File: config.mk
export PLATFORM = sky130hd
export DESIGN_NAME = rus_emit
export DESIGN_NICKNAME = d
export VERILOG_FILES = /design/src/rtl/rus_pkg.sv /design/src/rtl/rus_emit.sv
export VERILOG_INCLUDE_DIRS = /design/src /design/src/rtl
export SDC_FILE = /design/constraint.sdc
export NUM_CORES = 1
export LEC_CHECK = 0
export ABC_AREA = 0
export ABC_CLOCK_PERIOD_IN_PS = 3400
export BUFFER_PORTS_ARGS = -buffer_cell sky130_fd_sc_hd__buf_2
export CAP_MARGIN = 20
export CORE_ASPECT_RATIO = 0.5
export CORE_MARGIN = 4
export CORE_UTILIZATION = 50
export CTS_BUF_LIST = sky130_fd_sc_hd__clkbuf_4 sky130_fd_sc_hd__clkbuf_8 sky130_fd_sc_hd__clkbuf_16
export DETAILED_ROUTE_END_ITERATION = 16
export PLACE_DENSITY_LB_ADDON = 0.2
export SLEW_MARGIN = 20
export SYNTH_ARGS = -nofsm -noshare
export SYNTH_HDL_FRONTEND = slang
export SYNTH_SLANG_ARGS = --single-unit
File: constraint.sdc
create_clock -name clk_i -period 3.4 [get_ports clk_i]
set_clock_uncertainty 0.1 [all_clocks]
set_input_delay 0.17 -clock clk_i [delete_from_list [all_inputs] [get_ports clk_i]]
set_output_delay 0.17 -clock clk_i [all_outputs]
set_load 0.01 [all_outputs]
File: src/rtl/rgb_upscale_three_halves_assert.svh
// Assertion macros shared by the scaler RTL.
`ifndef RGB_UPSCALE_THREE_HALVES_ASSERT_SVH
`define RGB_UPSCALE_THREE_HALVES_ASSERT_SVH

// Check on every clock edge outside reset.
`define RUS_ASSERT(lbl, prop, msg) \
  lbl: assert property (@(posedge clk_i) disable iff (!rst_ni) prop) else $error(msg);

// Check on every clock edge, reset included.
`define RUS_ASSERT_ALWAYS(lbl, prop, msg) \
  lbl: assert property (@(posedge clk_i) prop) else $error(msg);

`endif

File: src/rtl/rus_pkg.sv
// Shared types, constants and channel-average functions of the 1.5x scaler.
`timescale 1ns / 1ps
package rus_pkg;

  localparam int MAX_WIDTH_DEF  = 2048;
  localparam int MAX_HEIGHT_DEF = 4096;
  localparam int FRAME_SIZE_RST = 512;

  localparam int FRAME_W_REG_W = 12;
  localparam int FRAME_H_REG_W = 13;
  localparam int CFG_DATA_W    = 13;
  localparam int CFG_IDX_W     = 1;

  localparam int OUT_ROW_W = 13;
  localparam int OUT_COL_W = 12;
  localparam int CHAN_W    = 8;

  localparam int S_TDATA_W = 24;
  localparam int M_TDATA_W = 56;
  localparam int M_PAD_W   = M_TDATA_W - OUT_ROW_W - OUT_COL_W - 3 * CHAN_W;

  typedef enum logic [CFG_IDX_W-1:0] {
    REG_FRAME_WIDTH  = 1'b0,
    REG_FRAME_HEIGHT = 1'b1
  } cfg_reg_e;

  typedef struct packed {
    logic [CHAN_W-1:0] red;
    logic [CHAN_W-1:0] green;
    logic [CHAN_W-1:0] blue;
  } pixel_t;

  // One source pixel on its way to the result sequencer.
  typedef struct packed {
    logic                 row_odd;
    logic                 col_odd;
    logic [OUT_ROW_W-1:0] base_row;
    logic [OUT_COL_W-1:0] base_col;
    pixel_t               px;
  } item_t;

  // Truncated mean of two pixels per channel (same as a,a,b,b over four).
  function automatic pixel_t avg2(pixel_t a, pixel_t b);
    logic [CHAN_W:0] sr;
    logic [CHAN_W:0] sg;
    logic [CHAN_W:0] sb;
    pixel_t          res;
    sr = {1'b0, a.red}   + {1'b0, b.red};
    sg = {1'b0, a.green} + {1'b0, b.green};
    sb = {1'b0, a.blue}  + {1'b0, b.blue};
    res.red   = sr[CHAN_W:1];
    res.green = sg[CHAN_W:1];
    res.blue  = sb[CHAN_W:1];
    return res;
  endfunction

  // Truncated mean of four pixels per channel.
  function automatic pixel_t avg4(pixel_t a, pixel_t b, pixel_t c, pixel_t d);
    logic [CHAN_W+1:0] sr;
    logic [CHAN_W+1:0] sg;
    logic [CHAN_W+1:0] sb;
    pixel_t            res;
    sr = {2'b0, a.red} + {2'b0, b.red} + {2'b0, c.red} + {2'b0, d.red};
    sg = {2'b0, a.green} + {2'b0, b.green} + {2'b0, c.green} + {2'b0, d.green};
    sb = {2'b0, a.blue} + {2'b0, b.blue} + {2'b0, c.blue} + {2'b0, d.blue};
    res.red   = sr[CHAN_W+1:2];
    res.green = sg[CHAN_W+1:2];
    res.blue  = sb[CHAN_W+1:2];
    return res;
  endfunction

endpackage

File: src/rtl/rus_emit.sv
// Result sequencer: holds one source pixel and sends its one to four results.
`timescale 1ns / 1ps
`include "rgb_upscale_three_halves_assert.svh"
module rus_emit (
  input  logic                            clk_i,
  input  logic                            rst_ni,
  input  logic                            load_i,
  input  rus_pkg::item_t                  item_i,
  input  rus_pkg::pixel_t                 left_i,
  input  rus_pkg::pixel_t                 up_i,
  input  rus_pkg::pixel_t                 ul_i,
  output logic                            ready_o,
  output logic                            m_axis_tvalid,
  input  logic                            m_axis_tready,
  output logic [rus_pkg::M_TDATA_W-1:0]   m_axis_tdata,
  output logic                            m_axis_tlast
);

  typedef enum logic [1:0] {
    SRC_PX,
    SRC_MLL,
    SRC_MUP,
    SRC_M4
  } src_e;

  logic                             s1_v_q;
  logic [1:0]                       idx_q;
  rus_pkg::item_t                   item_q;
  logic                             out_v_q;
  logic [rus_pkg::M_TDATA_W-1:0]    out_data_q;
  logic                             out_last_q;

  logic [1:0]                       n_last;
  logic                             last_now;
  logic                             out_adv;
  logic                             fire;
  logic [1:0]                       row_off;
  logic [1:0]                       col_off;
  src_e                             src;
  rus_pkg::pixel_t                  mll;
  rus_pkg::pixel_t                  mup;
  rus_pkg::pixel_t                  m4;
  rus_pkg::pixel_t                  res_px;
  logic [rus_pkg::OUT_ROW_W-1:0]    res_row;
  logic [rus_pkg::OUT_COL_W-1:0]    res_col;

  always_comb begin
    if (item_q.row_odd && item_q.col_odd) begin
      n_last = 2'd3;
    end else if (item_q.row_odd || item_q.col_odd) begin
      n_last = 2'd1;
    end else begin
      n_last = 2'd0;
    end
  end

  assign last_now = (idx_q == n_last);
  assign out_adv  = !out_v_q || m_axis_tready;
  assign fire     = s1_v_q && out_adv;
  assign ready_o  = !s1_v_q || (fire && last_now);

  assign mll = rus_pkg::avg2(left_i, item_q.px);
  assign mup = rus_pkg::avg2(up_i, item_q.px);
  assign m4  = rus_pkg::avg4(ul_i, up_i, left_i, item_q.px);

  // Result order: upper output row first, then lower columns first.
  always_comb begin
    unique case ({item_q.row_odd, item_q.col_odd, idx_q})
      4'b00_00: begin row_off = 2'd0; col_off = 2'd0; src = SRC_PX;  end
      4'b01_00: begin row_off = 2'd0; col_off = 2'd1; src = SRC_MLL; end
      4'b01_01: begin row_off = 2'd0; col_off = 2'd2; src = SRC_PX;  end
      4'b10_00: begin row_off = 2'd1; col_off = 2'd0; src = SRC_MUP; end
      4'b10_01: begin row_off = 2'd2; col_off = 2'd0; src = SRC_PX;  end
      4'b11_00: begin row_off = 2'd1; col_off = 2'd1; src = SRC_M4;  end
      4'b11_01: begin row_off = 2'd1; col_off = 2'd2; src = SRC_MUP; end
      4'b11_10: begin row_off = 2'd2; col_off = 2'd1; src = SRC_MLL; end
      4'b11_11: begin row_off = 2'd2; col_off = 2'd2; src = SRC_PX;  end
      default:  begin row_off = 2'd0; col_off = 2'd0; src = SRC_PX;  end
    endcase
  end

  always_comb begin
    unique case (src)
      SRC_PX:  res_px = item_q.px;
      SRC_MLL: res_px = mll;
      SRC_MUP: res_px = mup;
      SRC_M4:  res_px = m4;
      default: res_px = item_q.px;
    endcase
  end

  assign res_row = item_q.base_row + rus_pkg::OUT_ROW_W'(row_off);
  assign res_col = item_q.base_col + rus_pkg::OUT_COL_W'(col_off);

  always_ff @(posedge clk_i or negedge rst_ni) begin
    if (!rst_ni) begin
      s1_v_q  <= 1'b0;
      idx_q   <= 2'd0;
      out_v_q <= 1'b0;
    end else begin
      if (fire) begin
        out_v_q <= 1'b1;
      end else if (m_axis_tready) begin
        out_v_q <= 1'b0;
      end
      if (load_i) begin
        s1_v_q <= 1'b1;
        idx_q  <= 2'd0;
      end else if (fire) begin
        if (last_now) begin
          s1_v_q <= 1'b0;
          idx_q  <= 2'd0;
        end else begin
          idx_q <= idx_q + 2'd1;
        end
      end
    end
  end

  always_ff @(posedge clk_i) begin
    if (load_i) begin
      item_q <= item_i;
    end
    if (fire) begin
      out_data_q <= {{rus_pkg::M_PAD_W{1'b0}}, res_px.blue, res_px.green, res_px.red,
                     res_col, res_row};
      out_last_q <= last_now;
    end
  end

  assign m_axis_tvalid = out_v_q;
  assign m_axis_tdata  = out_data_q;
  assign m_axis_tlast  = out_last_q;

  `RUS_ASSERT(a_load_only_when_free, load_i |-> ready_o, "pixel loaded while sequencer busy")
  `RUS_ASSERT(a_idx_in_range, s1_v_q |-> idx_q <= n_last, "result index past last result")
  `RUS_ASSERT(a_drain_on_last, (fire && last_now && !load_i) |=> !s1_v_q,
              "sequencer still busy after last result")
  `RUS_ASSERT_ALWAYS(a_idle_in_reset, !rst_ni |=> !s1_v_q && !out_v_q,
                     "sequencer not idle after reset")

endmodule

==> report_table.html <==
<table>
<tr><th>Metric</th><th>Value</th></tr>
<tr><th colspan="2">Global routing</th></tr>
<tr><td>All-layer global routing usage</td><td>21.8%</td></tr>
<tr><td>Maximum number of pins on one net before global-route repair</td><td>45</td></tr>
<tr><td>Wire length of the first global-routing pass</td><td>32.2 mm</td></tr>
<tr><td>Vias in the first global route</td><td>6687</td></tr>
<tr><td>GRT overflow</td><td>0</td></tr>
<tr><td>Initial antenna violation count</td><td>0</td></tr>
<tr><th colspan="2">Worst setup path</th></tr>
<tr><td>Element type at the critical path end</td><td>flop</td></tr>
<tr><td>Beginning of the worst register-to-register path</td><td>idx_q[1]$_DFFE_PN0P_</td></tr>
<tr><td>Slowest CP cell</td><td>sky130_fd_sc_hd__dfrtp_1</td></tr>
<tr><td>Crit Reg-Reg Endpoint</td><td>m_axis_tdata[29]$_DFFE_PP_</td></tr>
<tr><td>Critical path, cell by cell</td><td>inv_1 &gt; ha_1 &gt; inv_1 &gt; mux2i_1 &gt; nand2_2 &gt; ha_4 &gt; bufbuf_16 &gt; nand2_1 &gt; o21ai_1 &gt; ha_1 &gt; nand2_2 &gt; o32ai_4 &gt; o22ai_2 &gt; xnor2_1 &gt; a221o_1</td></tr>
<tr><td>Maximum net fanout on the critical path</td><td>19</td></tr>
<tr><td>Depth of the most critical reg-to-reg path</td><td>15</td></tr>
<tr><td>Startpoint type of the worst setup path</td><td>flop</td></tr>
<tr><td>R2R setup slack</td><td>0.13 ns</td></tr>
<tr><td>Arrival time of data at the critical path endpoint</td><td>3.27 ns</td></tr>
<tr><td>Startpoint-to-endpoint class of the critical path</td><td>flop to flop</td></tr>
<tr><td>Slowest Stage Delay on Critical Path</td><td>0.38 ns</td></tr>
<tr><td>Critical path required time</td><td>3.40 ns</td></tr>
<tr><th colspan="2">Clock network</th></tr>
<tr><td>Max clock buf depth</td><td>2</td></tr>
<tr><td>Clock transition at path regs</td><td>0.07 ns</td></tr>
<tr><td>H-tree levels</td><td>3</td></tr>
<tr><td>Insertion delay to the later sink of the worst-skew pair</td><td>0.36 ns</td></tr>
<tr><td>Root buffer cell</td><td>sky130_fd_sc_hd__clkbuf_16</td></tr>
<tr><td># clock sinks</td><td>105</td></tr>
<tr><td>TritonCTS clock tree</td><td>built</td></tr>
<tr><td>Clock buffers created by TritonCTS</td><td>9</td></tr>
<tr><th colspan="2">Place</th></tr>
<tr><td>Total cell area at the placement stage</td><td>9220 sq um</td></tr>
<tr><td>Global placer's final weighted congestion</td><td>0.943</td></tr>
<tr><td>Post-DP HPWL</td><td>14.5 mm</td></tr>
<tr><td>Post-Place Setup Slack</td><td>-0.0994 ns</td></tr>
<tr><td>IO buf count</td><td>178</td></tr>
<tr><th colspan="2">Power and ir drop</th></tr>
<tr><td>Leakage Power</td><td>0.00482 uW</td></tr>
<tr><td>Power density relative to cell area</td><td>501 nW/um^2</td></tr>
<tr><td>Largest voltage drop on the vdd net</td><td>0.338 mV</td></tr>
<tr><th colspan="2">STA</th></tr>
<tr><td>Max Slew Vio Count</td><td>0</td></tr>
<tr><td>Crit path time final</td><td>3.27 ns</td></tr>
<tr><td>Final setup violation count</td><td>0</td></tr>
<tr><td>Worst-margin pin slew</td><td>0.811 ns</td></tr>
<tr><td>Maximum frequency from static timing analysis</td><td>306 MHz</td></tr>
<tr><td>Worst slew margin relative to its limit</td><td>45.9%</td></tr>
<tr><td>Final Cycle Share</td><td>96.2%</td></tr>
<tr><td>Worst hold margin</td><td>0.0465 ns</td></tr>
<tr><td>Unrepaired setup endpoints after global routing</td><td>true</td></tr>
<tr><td>Number of hold violations in the final report</td><td>0</td></tr>
<tr><td>Fin worst setup slack</td><td>0.130 ns</td></tr>
<tr><th colspan="2">Floorplan</th></tr>
<tr><td>Total core area</td><td>15500 sq um</td></tr>
<tr><td># rows</td><td>32</td></tr>
<tr><td>DIE AREA</td><td>18200 sq um</td></tr>
<tr><td>IO Count</td><td>186</td></tr>
<tr><td>Die W</td><td>187 microns</td></tr>
<tr><td>Effective utilization at floorplan</td><td>51.4%</td></tr>
<tr><td>Vert. Die Dim</td><td>97.4 microns</td></tr>
<tr><th colspan="2">Detailed routing</th></tr>
<tr><td>Routed Antenna Nets</td><td>0</td></tr>
<tr><td>Total iterations of the first detailed-routing run</td><td>4</td></tr>
<tr><td>Via total after detailed routing</td><td>6467</td></tr>
<tr><td>Vias per inst</td><td>5.22</td></tr>
<tr><td>Final WL</td><td>20.0 mm</td></tr>
<tr><td>DRC violation count after routing</td><td>0</td></tr>
<tr><td>Routed wire per std cell</td><td>16.1 microns</td></tr>
<tr><td>Initial drt markers</td><td>327</td></tr>
<tr><th colspan="2">Synth</th></tr>
<tr><td>Leading register cell type out of synthesis</td><td>sky130_fd_sc_hd__edfxtp_1</td></tr>
<tr><td>Post-synthesis share of cell area spent on and, or, nand and nor gates</td><td>10.9%</td></tr>
<tr><td>Post-synthesis share of cell area spent on full adders, half adders and majority gates</td><td>21.7%</td></tr>
<tr><td>Synthesized area per cell</td><td>10.3 sq um</td></tr>
<tr><td>EDFF count, synth</td><td>101</td></tr>
<tr><td>Xor-xnor portion of the synthesized cell area</td><td>3.95%</td></tr>
<tr><td>Count of mapped cells out of synthesis</td><td>779</td></tr>
<tr><td>Synth async-reset ratio</td><td>3.81%</td></tr>
<tr><td>Largest family of logic cells by synthesized area</td><td>adder cells</td></tr>
<tr><td>Distinct cells, synth</td><td>65</td></tr>
<tr><td>Post-synthesis sequential element count</td><td>105</td></tr>
<tr><td>Multiplexer share of the synthesized area</td><td>1.49%</td></tr>
<tr><td>Yosys warning count</td><td>0</td></tr>
<tr><td>Complex-gate fraction of the synthesized area</td><td>13.4%</td></tr>
<tr><td>Proportion of synthesized chip area in sequential cells</td><td>39.2%</td></tr>
<tr><td>Cell area after synthesis</td><td>7990 sq um</td></tr>
<tr><th colspan="2">Job</th></tr>
<tr><td>Max-cap violation count</td><td>0</td></tr>
<tr><th colspan="2">Status</th></tr>
<tr><td>Run status</td><td>finished clean</td></tr>
<tr><th colspan="2">Final layout</th></tr>
<tr><td>Filler cell count</td><td>1214</td></tr>
<tr><td>Antenna Diode Count</td><td>0</td></tr>
<tr><td>Final standard cell area without fillers</td><td>10300 sq um</td></tr>
<tr><td>Total Nets Final</td><td>1263</td></tr>
<tr><td>Area growth from synthesis to layout</td><td>28.6%</td></tr>
<tr><td>Fraction of final layout cells sized beyond drive strength 1</td><td>25.0%</td></tr>
<tr><th colspan="2">Min path</th></tr>
<tr><td>Class of the worst hold path</td><td>primary input to asynchronous set/reset pin</td></tr>
</table>
sequential cells by signal, summed over array words and instances (netlist names):
name and count:
idx_q 2, item_q 51, m_axis_tdata 49, m_axis_tlast 1, m_axis_tvalid 1, s1_v_q 1
area by class of cell:
class | instances | area (sq um) | area share (%)
multi-input combinational | 493 | 4280 | 41.7
sequential | 105 | 3130 | 30.5
timing repair buffer | 258 | 1680 | 16.3
inverter | 162 | 608 | 5.92
tap | 204 | 255 | 2.49
clock buffer | 10 | 239 | 2.33
clock inverter | 6 | 73.8 | 0.719
what timing repair did:
action / in CTS / in global routing
gates resized for setup: 7 / 31
setup endpoints to repair: 6 / 15
setup buffers: 0 / 2
cloned: 1 / 1
endpoints found under the hold margin: 55 / 0
pin swaps: 0 / 7
hold buffers: 52 / 0
cell families (layout without fill, tap and decap cells):
family	Yosys count	after routing
flip-flops	105	105
AND/OR/NAND/NOR	178	178
AO/OA/AOI/OAI	154	154
buffers and inverters	187	436
multiplexers	11	11
XOR/XNOR	36	36
adder cells (fa/ha/maj)	107	107
other	1	7
report_power, final:
part / internal, uW / switching, uW
registers: 1660 / 81.1
clock network: 601 / 499
logic: 1020 / 1290
routing by layer:
layer | part of all wire, % | GRT usage, %
met3 | 5.7 | 5.03
met5 | 0 | 0
met1 | 45 | 28.3
met4 | 1.1 | 5.34
met2 | 49 | 37.3
layout by cell type, fill, tap and decap left out, drive strengths merged, types with 7 or more instances in the layout:
master,Yosys,layout
nor2b,13,13
nor3,10,10
clkbuf,13,11
o21a,10,10
o31ai,10,10
o21ai,39,39
a21oi,32,32
ha,54,54
nand3,19,19
and3,10,10
conb,1,7
mux2i,10,10
fa,53,53
xor2,15,15
edfxtp,101,101
buf,12,204
nor2,35,35
a221oi,11,11
inv,161,163
xnor2,21,21
dlygate4sd3,0,52
nand2,60,60
worst max-delay path: cells and delay by family, from the launching register on:
family                     cells  cell delay [ns]
AOI/OAI and AO/OA              4             0.85
adders and majority gates      3             0.73
buffers and inverters          3             0.42
DFF                            1             0.38
and+or+nand+nor                3             0.26
muxes                          1             0.15
xor gates and xnor gates       1             0.14
synth_stat cells, types with 4 or more instances:
library cell / instances / area, sq um
sky130_fd_sc_hd__inv_1: 161 / 604
sky130_fd_sc_hd__edfxtp_1: 101 / 3030
sky130_fd_sc_hd__nand2_1: 60 / 225
sky130_fd_sc_hd__ha_1: 54 / 676
sky130_fd_sc_hd__fa_1: 53 / 1060
sky130_fd_sc_hd__o21ai_0: 39 / 195
sky130_fd_sc_hd__nor2_1: 35 / 131
sky130_fd_sc_hd__a21oi_1: 32 / 160
sky130_fd_sc_hd__xnor2_1: 21 / 184
sky130_fd_sc_hd__nand3_1: 19 / 95.1
sky130_fd_sc_hd__xor2_1: 15 / 131
sky130_fd_sc_hd__clkbuf_1: 13 / 48.8
sky130_fd_sc_hd__nor2b_1: 13 / 81.3
sky130_fd_sc_hd__a221oi_1: 11 / 96.3
sky130_fd_sc_hd__and3_1: 10 / 62.6
sky130_fd_sc_hd__nor3_1: 10 / 50.1
sky130_fd_sc_hd__o21a_1: 10 / 75.1
sky130_fd_sc_hd__mux2i_1: 8 / 80.1
sky130_fd_sc_hd__o31ai_1: 8 / 60.1
sky130_fd_sc_hd__buf_4: 7 / 52.6
sky130_fd_sc_hd__a21o_1: 6 / 45.0
sky130_fd_sc_hd__o211ai_1: 6 / 45.0
sky130_fd_sc_hd__nand2b_1: 5 / 31.3
sky130_fd_sc_hd__nand3b_1: 5 / 37.5
sky130_fd_sc_hd__a211oi_1: 4 / 30.0
sky130_fd_sc_hd__dfrtp_1: 4 / 100
sky130_fd_sc_hd__o311ai_0: 4 / 35.0
sky130_fd_sc_hd__or2_2: 4 / 25.0
stage by stage:
stage	power [uW]	utilization, %	cells	TNS, ns
after floorplan	3220	-	785	0
after global placement	3810	59.4	1166	-0.0207
after detailed placement	3880	59.4	1166	-0.268
after CTS	5070	65.1	1235	0
after global routing	5500	66.1	1238	-0.124
final	5140	66.1	1238	0
how the worst max path moves through the flow:
stage                    startpoint  slack, ns                         end
6_report       idx_q[1]$_DFFE_PN0P_       0.13  m_axis_tdata[29]$_DFFE_PP_
3_5_place_dp   idx_q[1]$_DFFE_PN0P_       -0.1  m_axis_tdata[38]$_DFFE_PP_
5_1_grt        idx_q[1]$_DFFE_PN0P_      -0.07  m_axis_tdata[29]$_DFFE_PP_
4_1_cts        idx_q[1]$_DFFE_PN0P_      0.005  m_axis_tdata[46]$_DFFE_PP_
2_1_floorplan  idx_q[0]$_DFFE_PN0P_       0.02  m_axis_tdata[46]$_DFFE_PP_
3_3_place_gp             left_i[17]      -0.02  m_axis_tdata[32]$_DFFE_PP_
(Power assumes the default switching activity.)
